## src/rtl/kws_pkg.sv

```systemverilog
`timescale 1ns / 1ps
package kws_pkg;

   localparam int unsigned LETTERS = 26;
   localparam int unsigned IDX_W   = 5;

   // request kinds carried on req_tuser
   localparam logic [1:0] MODE_CLEAR   = 2'd0;
   localparam logic [1:0] MODE_ADD     = 2'd1;
   localparam logic [1:0] MODE_SEAL    = 2'd2;
   localparam logic [1:0] MODE_CIPHER  = 2'd3;

   localparam logic [IDX_W-1:0] LAST_IDX = IDX_W'(LETTERS - 1);
   localparam logic [IDX_W-1:0] FULL_CNT = IDX_W'(LETTERS);

   typedef struct packed {
      logic clear;       // empty the key
      logic add;         // append keyword letter from the request
      logic seal_step;   // try one letter of the seal walk
      logic load;        // capture an enciphered item into the output register
   } cmd_type;

   typedef struct packed {
      logic             walk_last;
      logic             sealed;
      logic [IDX_W-1:0] key_count;
   } status_type;

   typedef struct packed {
      logic             valid;
      logic [IDX_W-1:0] idx;
   } letter_type;

   // alphabet index of a letter of either case
   function automatic letter_type letter_index(input logic [7:0] c);
      letter_type r;
      r.valid = 1'b0;
      r.idx   = '0;
      if (c >= 8'h41 && c <= 8'h5A) begin
         r.valid = 1'b1;
         r.idx   = IDX_W'(c - 8'h41);
      end else if (c >= 8'h61 && c <= 8'h7A) begin
         r.valid = 1'b1;
         r.idx   = IDX_W'(c - 8'h61);
      end
      return r;
   endfunction

endpackage

```

## src/rtl/keyword_substitution_cipher.sv

```systemverilog
`timescale 1ns / 1ps
// Keyword substitution cipher over A-Z.
// An encipher item shows on rsp in the cycle after it is accepted.
// Clear, keyword and encipher items are taken whenever the output slot is free or draining;
//   a seal item walks the alphabet through the append port and holds off new items until done.
// Reset: synchronous, active high; clears the key, the used set and the output valid.
module keyword_substitution_cipher (
   input  logic        clock,
   input  logic        reset,
   input  logic        req_tvalid,
   output logic        req_tready,
   input  logic [7:0]  req_tdata,   // [7:0] in_char
   input  logic [1:0]  req_tuser,   // [1:0] mode
   output logic        rsp_tvalid,
   input  logic        rsp_tready,
   output logic [7:0]  rsp_tdata,   // [7:0] out_char
   output logic        rsp_tuser    // [0] key_ready
);

   kws_pkg::cmd_type    cmd;
   kws_pkg::status_type status;

   // controller: accept/hold decisions, seal sequencing, output valid
   kws_ctrl u_ctrl (
      .clock      (clock),
      .reset      (reset),
      .req_tvalid (req_tvalid),
      .req_tready (req_tready),
      .req_mode   (req_tuser),
      .rsp_tvalid (rsp_tvalid),
      .rsp_tready (rsp_tready),
      .cmd        (cmd),
      .status     (status)
   );

   // datapath: key table, used set, fill count, seal walk, output register
   kws_dp u_dp (
      .clock     (clock),
      .reset     (reset),
      .cmd       (cmd),
      .status    (status),
      .in_char   (req_tdata),
      .out_char  (rsp_tdata),
      .key_ready (rsp_tuser)
   );

`ifndef SYNTHESIS
   // the seal walk holds off new items
   assert property (@(posedge clock) disable iff (reset)
      cmd.seal_step |-> !req_tready)
      else $error("item accepted during seal walk");

   // a finished walk leaves a complete, sealed key
   assert property (@(posedge clock) disable iff (reset)
      cmd.seal_step && status.walk_last |=>
         status.sealed && (status.key_count == kws_pkg::FULL_CNT))
      else $error("seal walk ended with incomplete key");

   // fill count never passes the alphabet size
   assert property (@(posedge clock) disable iff (reset)
      status.key_count <= kws_pkg::FULL_CNT)
      else $error("key count overflow");

   // substitution only comes from a sealed key
   assert property (@(posedge clock) disable iff (reset)
      cmd.load && $past(1'b1) |=> (rsp_tuser |-> status.sealed || $past(cmd.clear)))
      else $error("key_ready without sealed key");
`endif

endmodule

```

## src/rtl/kws_ctrl.sv

```systemverilog
`timescale 1ns / 1ps
module kws_ctrl (
   input  logic               clock,
   input  logic               reset,
   input  logic               req_tvalid,
   output logic               req_tready,
   input  logic [1:0]         req_mode,
   output logic               rsp_tvalid,
   input  logic               rsp_tready,
   output kws_pkg::cmd_type   cmd,
   input  kws_pkg::status_type status
);

   localparam logic ST_IDLE = 1'b0;
   localparam logic ST_SEAL = 1'b1;

   logic state_ff, state_in;
   logic rsp_valid_ff, rsp_valid_in;
   logic accept;

   // a new item needs the output slot free or draining this cycle
   assign req_tready = (state_ff == ST_IDLE) && (!rsp_valid_ff || rsp_tready);
   assign accept     = req_tvalid && req_tready;
   assign rsp_tvalid = rsp_valid_ff;

   always_comb begin
      state_in      = state_ff;
      cmd           = '0;
      rsp_valid_in  = rsp_valid_ff && !rsp_tready;
      unique case (state_ff)
         ST_IDLE: begin
            if (accept) begin
               unique case (req_mode)
                  kws_pkg::MODE_CLEAR:  cmd.clear = 1'b1;
                  kws_pkg::MODE_ADD:    cmd.add   = 1'b1;
                  kws_pkg::MODE_SEAL:   state_in  = ST_SEAL;
                  kws_pkg::MODE_CIPHER: begin
                     cmd.load     = 1'b1;
                     rsp_valid_in = 1'b1;
                  end
                  default: ;
               endcase
            end
         end
         ST_SEAL: begin
            cmd.seal_step = 1'b1;
            if (status.walk_last) begin
               state_in = ST_IDLE;
            end
         end
         default: state_in = ST_IDLE;
      endcase
   end

   always_ff @(posedge clock) begin
      if (reset) begin
         state_ff     <= ST_IDLE;
         rsp_valid_ff <= 1'b0;
      end else begin
         state_ff     <= state_in;
         rsp_valid_ff <= rsp_valid_in;
      end
   end

endmodule

```

## src/rtl/kws_dp.sv

```systemverilog
`timescale 1ns / 1ps
module kws_dp (
   input  logic                clock,
   input  logic                reset,
   input  kws_pkg::cmd_type    cmd,
   output kws_pkg::status_type status,
   input  logic [7:0]          in_char,
   output logic [7:0]          out_char,
   output logic                key_ready
);

   logic [kws_pkg::IDX_W-1:0] key_table_ff [kws_pkg::LETTERS];
   logic [kws_pkg::LETTERS-1:0] used_ff, used_in;
   logic [kws_pkg::IDX_W-1:0]   count_ff, count_in;
   logic [kws_pkg::IDX_W-1:0]   walk_ff, walk_in;
   logic                        sealed_ff, sealed_in;
   logic [7:0]                  out_char_ff, out_char_in;
   logic                        key_ready_ff, key_ready_in;

   kws_pkg::letter_type       letter;
   logic                      app_try;
   logic [kws_pkg::IDX_W-1:0] app_idx;
   logic                      app_do;

   assign letter = kws_pkg::letter_index(in_char);

   // one append port shared by keyword letters and the seal walk
   assign app_try = (cmd.add && letter.valid) || cmd.seal_step;
   assign app_idx = cmd.seal_step ? walk_ff : letter.idx;
   assign app_do  = app_try && !used_ff[app_idx] && (count_ff < kws_pkg::FULL_CNT);

   always_comb begin
      used_in      = used_ff;
      count_in     = count_ff;
      walk_in      = walk_ff;
      sealed_in    = sealed_ff;
      out_char_in  = out_char_ff;
      key_ready_in = key_ready_ff;
      if (cmd.clear) begin
         used_in   = '0;
         count_in  = '0;
         sealed_in = 1'b0;
      end
      if (app_do) begin
         used_in[app_idx] = 1'b1;
         count_in         = count_ff + 1'b1;
      end
      if (cmd.seal_step) begin
         if (walk_ff == kws_pkg::LAST_IDX) begin
            walk_in   = '0;
            sealed_in = 1'b1;
         end else begin
            walk_in = walk_ff + 1'b1;
         end
      end
      if (cmd.load) begin
         if (sealed_ff && letter.valid) begin
            out_char_in  = 8'h41 + {3'b000, key_table_ff[letter.idx]};
            key_ready_in = 1'b1;
         end else begin
            out_char_in  = in_char;
            key_ready_in = 1'b0;
         end
      end
   end

   always_ff @(posedge clock) begin
      if (reset) begin
         used_ff   <= '0;
         count_ff  <= '0;
         walk_ff   <= '0;
         sealed_ff <= 1'b0;
      end else begin
         used_ff   <= used_in;
         count_ff  <= count_in;
         walk_ff   <= walk_in;
         sealed_ff <= sealed_in;
      end
   end

   // key entries are read only once sealed, when all of them have been written
   always_ff @(posedge clock) begin
      if (app_do) begin
         key_table_ff[count_ff] <= app_idx;
      end
      out_char_ff  <= out_char_in;
      key_ready_ff <= key_ready_in;
   end

   assign out_char         = out_char_ff;
   assign key_ready        = key_ready_ff;
   assign status.walk_last = (walk_ff == kws_pkg::LAST_IDX);
   assign status.sealed    = sealed_ff;
   assign status.key_count = count_ff;

endmodule
```

## config.mk

```make
export PLATFORM = sky130hd
export DESIGN_NAME = keyword_substitution_cipher
export DESIGN_NICKNAME = d
export VERILOG_FILES = /design/src/rtl/kws_pkg.sv /design/src/rtl/keyword_substitution_cipher.sv /design/src/rtl/kws_ctrl.sv /design/src/rtl/kws_dp.sv
export SDC_FILE = /design/constraint.sdc
export NUM_CORES = 1
export LEC_CHECK = 0
export ABC_CLOCK_PERIOD_IN_PS = 6200
export BUFFER_PORTS_ARGS = -buffer_cell sky130_fd_sc_hd__buf_2
export CAP_MARGIN = 30
export CORE_MARGIN = 2
export CORE_UTILIZATION = 60
export CTS_BUF_LIST = sky130_fd_sc_hd__clkbuf_8
export CTS_CLUSTER_DIAMETER = 120
export CTS_CLUSTER_SIZE = 10
export DETAILED_ROUTE_END_ITERATION = 8
export GPL_TIMING_DRIVEN = 0
export HOLD_SLACK_MARGIN = 0.06
export PLACE_DENSITY = 0.74
export SLEW_MARGIN = 10
export SYNTH_ARGS = -nofsm -noshare
export SYNTH_HDL_FRONTEND = slang
export SYNTH_SLANG_ARGS = --single-unit
```

## constraint.sdc

```tcl
create_clock -name clock -period 6.2 [get_ports clock]
set_input_delay 0.93 -clock clock [delete_from_list [all_inputs] [get_ports clock]]
set_output_delay 0.93 -clock clock [all_outputs]
set_load 0.01 [all_outputs]
```

Word level (Yosys, flattened, before mapping)
Memory sizes are Yosys's and may differ from the RTL's.
Cells that the tools add are included.
{"block": "totals", "ram_bits": 130, "romBits": 0, "ff_bits": 48, "n_memories": 1, "latchBits": 0}
{"block": "op_classes", "n_mux": 34, "div": 0, "multipliers": 0, "n_lt_le_gt_ge": 7, "shift": 0, "reduce_logical": 17, "addsub": 5, "n_bitwise": 2, "eq_ne": 4}
{"memory": "u_dp.key_table_ff", "depth": 26, "width": 5, "rd": 1, "rd_ports_with_merged_regs": 0, "wr": 1, "line": "kws_dp.sv:12", "source": "logic [kws_pkg::IDX_W-1:0] key_table_ff [kws_pkg::LETTERS];"}
{"op": "$mux 26", "n": 2}
{"op": "$or 26x26->26", "n": 1}
{"op": "$mux 1", "n": 20}
{"op": "$mux 5", "n": 4}
{"op": "$ge 8x7->1 const B", "n": 2}
{"op": "$le 8x7->1 const B", "n": 2}
{"op": "$mux 6", "n": 2}
{"op": "$add 5x1->5 const B", "n": 2}
{"op": "$logic_and 1x1->1", "n": 10}
{"op": "$sub 5x1->5 const B", "n": 2}
{"op": "$add 7x5->8 const A", "n": 1}
{"op": "$mux 8", "n": 1}
{"op": "$lt 5x6->1 const B", "n": 1}
{"op": "$bmux 1 s5", "n": 1}
{"op": "$demux 1 s5", "n": 1}
{"op": "$eq 5x5->1 const B", "n": 1}
{"op": "$ge 5x1->1 const B", "n": 1}
{"op": "$lt 5x5->1 const B", "n": 1}
{"op": "$eq 2x2->1 const B", "n": 2}
{"op": "$mux 2", "n": 2}
{"op": "$logic_not 1->1", "n": 3}
{"op": "$eq 2x1->1 const B", "n": 1}
{"op": "$logic_not 2->1", "n": 1}
{"op": "$logic_or 1x1->1", "n": 2}
{"op": "other kinds (3)", "n": 3}

Depth between registers and ports, before layout
{"block": "depth", "depth_word": 12, "mapped_depth": 16, "mapped_depth_nobuf": 13}

Hierarchy
Synthesis repeated with hierarchy kept, for this count alone.
{"block": "hier_totals", "hier_cells": 672, "hier_area_um2": 8303.0}
{"module": "kws_dp", "seq_area_each_um2": 4914.7, "area_per_inst_um2": 8169.1, "cells_per_inst": 657, "n_inst": 1}
{"module": "kws_ctrl", "seq_area_each_um2": 40.0, "area_per_inst_um2": 133.9, "cells_per_inst": 15, "n_inst": 1}

Worst setup path after synthesis
OpenSTA, ideal clock, no wires.
{"block": "synth_path", "path_type": "input to register", "start": "input req_tdata[0]", "end": "memory u_dp.key_table_ff[13][0] (netlist bit), enable pin", "slack_ns": 1.290, "arrival_time_ns": 4.537, "t_required_ns": 5.826, "cell_stages": 14, "setup_time_ns": 0.374, "path_cell_list": "buf_2 > inv_2 > ha_1 > nor3b_2 > a211oi_2 > buf_2 > nand3_2 > o21ai_1 > nor3_1 > a221oi_2 > and4b_1 > buf_4 > nand2_1 > nor3_1"}
{"block": "synth_via", "elab_chain_len": 12, "word_cells_on_any_way": 20, "cone_classes": "add/sub (2); order compare (4); mux (7); reduce/logical (7)"}
{"element": "start: declaration", "line": "keyword_substitution_cipher.sv:12", "source": "input logic [7:0] req_tdata,"}
{"element": "$ge 8x7->1 or $le 8x7->1 (tied branches)", "line": "kws_pkg.sv:42", "source": "end else if (c >= 8'h61 && c <= 8'h7A) begin"}
{"element": "$logic_and 1x1->1", "line": "kws_pkg.sv:42"}
{"element": "$mux 6", "line": "kws_pkg.sv:42"}
{"element": "$mux 6 *", "line": "kws_pkg.sv:39", "source": "if (c >= 8'h41 && c <= 8'h5A) begin"}
{"element": "$mux 5 *", "line": "kws_dp.sv:29", "source": "assign app_idx = cmd.seal_step ? walk_ff : letter.idx;"}
{"element": "net u_dp.app_idx, one bit", "line": "kws_dp.sv:22", "source": "logic [kws_pkg::IDX_W-1:0] app_idx;"}
{"element": "$bmux 1 s5 *", "line": "kws_dp.sv:30", "source": "assign app_do = app_try && !used_ff[app_idx] && (count_ff < kws_pkg::FULL_CNT);"}
{"element": "$mux 1 (implied by the code) *", "line": "kws_dp.sv:30"}
{"element": "$logic_not 1->1 *", "line": "kws_dp.sv:30"}
{"element": "$logic_and 1x1->1 * (2 in a row)", "line": "kws_dp.sv:30"}
{"element": "$mux 1 *", "line": "kws_dp.sv:83", "source": "if (app_do) begin"}
{"element": "$mux 1 (implied by the code) *", "line": "kws_dp.sv:84", "source": "key_table_ff[count_ff] <= app_idx;"}
{"element": "end: declaration", "line": "kws_dp.sv:12"}
Mark *: on every way through the listed nets, which the timed path passes. The rest lies on a longest branch. The select of a mux whose other input is x is not followed.

Worst setup path in the final report
{"block": "layout_path", "start": "input req_tdata[0]", "end": "memory u_dp.key_table_ff[12][0] (netlist bit), enable pin"}
Same word-level chain as after synthesis.

==> flow_metrics.env <==
export IMPL_status="finished clean"
export IMPL_drv_slew=0
export IMPL_leakage_nw=3.04
export IMPL_worst_slew_pin_slew_ns=0.979
export IMPL_worstSkewPairLatency_ns=0.47
export IMPL_ys_ff_latch=178
export IMPL_wl_mm=20.0
export IMPL_wl_per_cell_um=22.6
export IMPL_slew_headroom_pct=34.2
export IMPL_multiInputGateArea_mm2=0.00294
export IMPL_timing_fmax_mhz=180
export IMPL_synth_top_area_share_pct=51.2
export IMPL_grt_pass1_vias=5483
export IMPL_dp_cells=854
export IMPL_place_congestion=0.939
export IMPL_maxCapViolations=0
export IMPL_worstSetupPathType="primary input to register"
export IMPL_syn_area_per_cell_um2=12.4
export IMPL_end_kind="register"
export IMPL_worst_path_buf_inv=5
export IMPL_fillers=976
export IMPL_grt_overflow_total=0
export IMPL_start_util_pct=61.5
export IMPL_final_hold_viol_count=0
export IMPL_grt_usage_pct=28.6
export IMPL_drive_gt1_share_pct=15.0
export IMPL_core_area_mm2=0.0132
export IMPL_whs_ns=0.502
export IMPL_required_ns=6.30
export IMPL_grt_max_degree=31
export IMPL_worstPathCellList="buf_2 > buf_2 > inv_2 > ha_1 > nor3b_2 > a211o_1 > buf_6 > or3_4 > o21ai_4 > mux2i_1 > a221oi_2 > and4b_1 > buf_4 > nand2_1 > nor3_1"
export IMPL_final_common_cell="edfxtp_1"
export IMPL_cts_resized=0
export IMPL_startpoint_type="primary input"
export IMPL_max_stage_delay_ns=0.81
export IMPL_ctsHtreeMaxLevel=4
export IMPL_postCtsSetupBuffers=0
export IMPL_synthCells=656
export IMPL_power_density_mw_per_mm2=263
export IMPL_synth_top_area_cell="edfxtp_1"
export IMPL_rows=42
export IMPL_cts_root_buffer="clkbuf_8"
export IMPL_vias_per_cell=6.60
export IMPL_worstPathMaxFanout=29
export IMPL_vias=5854
export IMPL_drtPass1Iterations=6
export IMPL_antenna_found_initial=0
export IMPL_port_buffers=21
export IMPL_boundaryPins=25
export IMPL_grt_first_pass_wirelength_mm=30.8
export IMPL_cp_slowest_cell="nor3_1"
export IMPL_rsz0062_at_grt="false"
export IMPL_period_minus_slack_ns=5.55
export IMPL_fin_nets=722
export IMPL_drc=0
export IMPL_dp_hpwl_mm=13.9
export IMPL_layout_common_cells="139 x edfxtp_1, 77 x nor2_1, 53 x nand2_1"
export IMPL_crit_top_cell="buf_2"
export IMPL_syn_nets=680
export IMPL_min_period_over_period_pct=89.5
export IMPL_cts_buffers_inserted=17
export IMPL_ant_nets=0
export IMPL_syn_cell_area_mm2=0.00815
export IMPL_cts_tree="yes"
export IMPL_regArea_mm2=0.00495
export IMPL_path_clk_slew_ns=0.08
export IMPL_clock_sinks=178
export IMPL_dieArea_mm2=0.0145
export IMPL_cts_hold_buf=0
export IMPL_hold_path_class="register to register"
export IMPL_initialDrtViolationCount=854
export IMPL_synthFlopType="edfxtp_1"
export IMPL_ys_warn_count=0
export IMPL_ys_types=80
export IMPL_worstPathArrival_ns=5.64
export IMPL_ys_seq_area_share_pct=60.8
export IMPL_synthTopCellsByArea="edfxtp_1 51%, dfxtp_1 9.6%, nor2_1 3.5%"
export IMPL_cts_path_max_buffers=2
export IMPL_synthArstFlopShare_pct=0
export IMPL_critical_path_top_delay_family="simple AND/OR/NAND/NOR gates"
export IMPL_finalSetupViolCount=0
export IMPL_final_instance_count_excl_fill=887
export IMPL_num_antenna_cells=0
export IMPL_die_h_um=121
export IMPL_synth_edf_count=139
export IMPL_die_w_um=121
export IMPL_vdd_drop_max_mv=0.191
export IMPL_fin_skew_ns=0.0152
export IMPL_area_delta_synth_final_pct=9.77
[area by class of cell]
class / count / share of cell area [%]
timing repair buffer: 23 / 1.65
buffer: 42 / 2.31
clock buffer: 17 / 2.62
sequential: 178 / 55.4
multi-input combinational: 422 / 32.8
tap: 176 / 2.46
clock inverter: 15 / 2.13
inverter: 14 / 0.588
[logic make-up after synthesis]
group	count (synthesis)	share of synthesized area, %
flip-flops	178	60.8
XOR/XNOR	8	0.860
multiplexers	39	6.27
buffers and inverters	56	3.18
AND/OR/NAND/NOR	220	13.2
adder cells (fa/ha/maj)	10	1.54
AO/OA/AOI/OAI	145	14.1
[state kept, by name, summed over array words and instances, names as in the netlist]
signal,flops
u_dp.key_ready,1
u_dp.count_ff,5
u_dp.key_table_ff,130
u_dp.used_ff,26
u_dp.walk_ff,5
u_ctrl.rsp_tvalid,1
u_ctrl.state_ff,1
u_dp.out_char,8
u_dp.sealed_ff,1
[per-layer routing]
metal	routed length [um]	GRT usage (%)	up-vias	share of wire, %
met3	1760	4.91	50	8.8
met4	545	10.8	0	2.7
met2	9610	45.6	332	48
met1	8110	39.7	2861	40
met5	0	0	-	0
li1	-	-	2611	-
[through the flow]
stage	power (mW)	instance area, um2	utilization [%]	TNS (ns)	setup WS (ns)
after floorplan	1.46	8150	-	0	1.29
after global placement	1.52	8470	64.0	-56.87	-0.771
after detailed placement	1.52	8490	64.1	0	0.103
after CTS	2.35	8920	67.3	0	0.557
after global routing	2.42	8940	67.5	0	0.396
final	2.35	8940	67.5	0	0.653
[Yosys cell counts (5+ instances only)]
| library cell | count |
|---|---|
| nor2b_1 | 5 |
| mux2i_1 | 24 |
| nand3_1 | 22 |
| dfxtp_1 | 39 |
| nor3_1 | 13 |
| a32oi_1 | 30 |
| mux2_2 | 6 |
| and2_1 | 5 |
| a31oi_1 | 7 |
| buf_2 | 9 |
| clkbuf_1 | 24 |
| ha_1 | 10 |
| a2bb2oi_1 | 5 |
| edfxtp_1 | 139 |
| o211ai_1 | 8 |
| nor2_1 | 77 |
| a21oi_1 | 18 |
| o21ai_0 | 19 |
| inv_1 | 12 |
| nand2_1 | 53 |
| mux4_2 | 9 |
| nand3b_1 | 7 |
| nand4_1 | 6 |
| nand2b_1 | 6 |
| xor2_1 | 5 |
[worst reg2reg max path: stages, from the launching register on]
cell,delay [ns]
dfxtp_1,0.33
clkbuf_1,0.39
nor2_1,0.16
a32oi_2,0.56
mux2_2,0.41
a222oi_1,0.33
a2bb2oi_1,0.23
and4b_1,0.21
buf_4,0.17
nand2_1,0.26
nor3_1,0.81
[report_power, final]
part	switching, mW	internal [mW]	leakage, nW	total (mW)
registers	0.00312	1.29	1.60	1.29
logic	0.143	0.0694	1.23	0.212
clock network	0.413	0.436	0.216	0.849
[final timing paths]
path | from | end | depth (start not counted) | slack, ns
min reg2reg | u_dp.used_ff[13] | u_dp.used_ff[13] | 2 | 0.50
min | u_dp.used_ff[13] | u_dp.used_ff[13] | 2 | 0.50
max reg2reg | u_ctrl.state_ff | u_dp.key_table_ff[12][0] | 10 | 1.96
max | req_tdata[0] | u_dp.key_table_ff[12][0] | 15 | 0.65
Note: power is estimated with default switching activity, not from simulation.
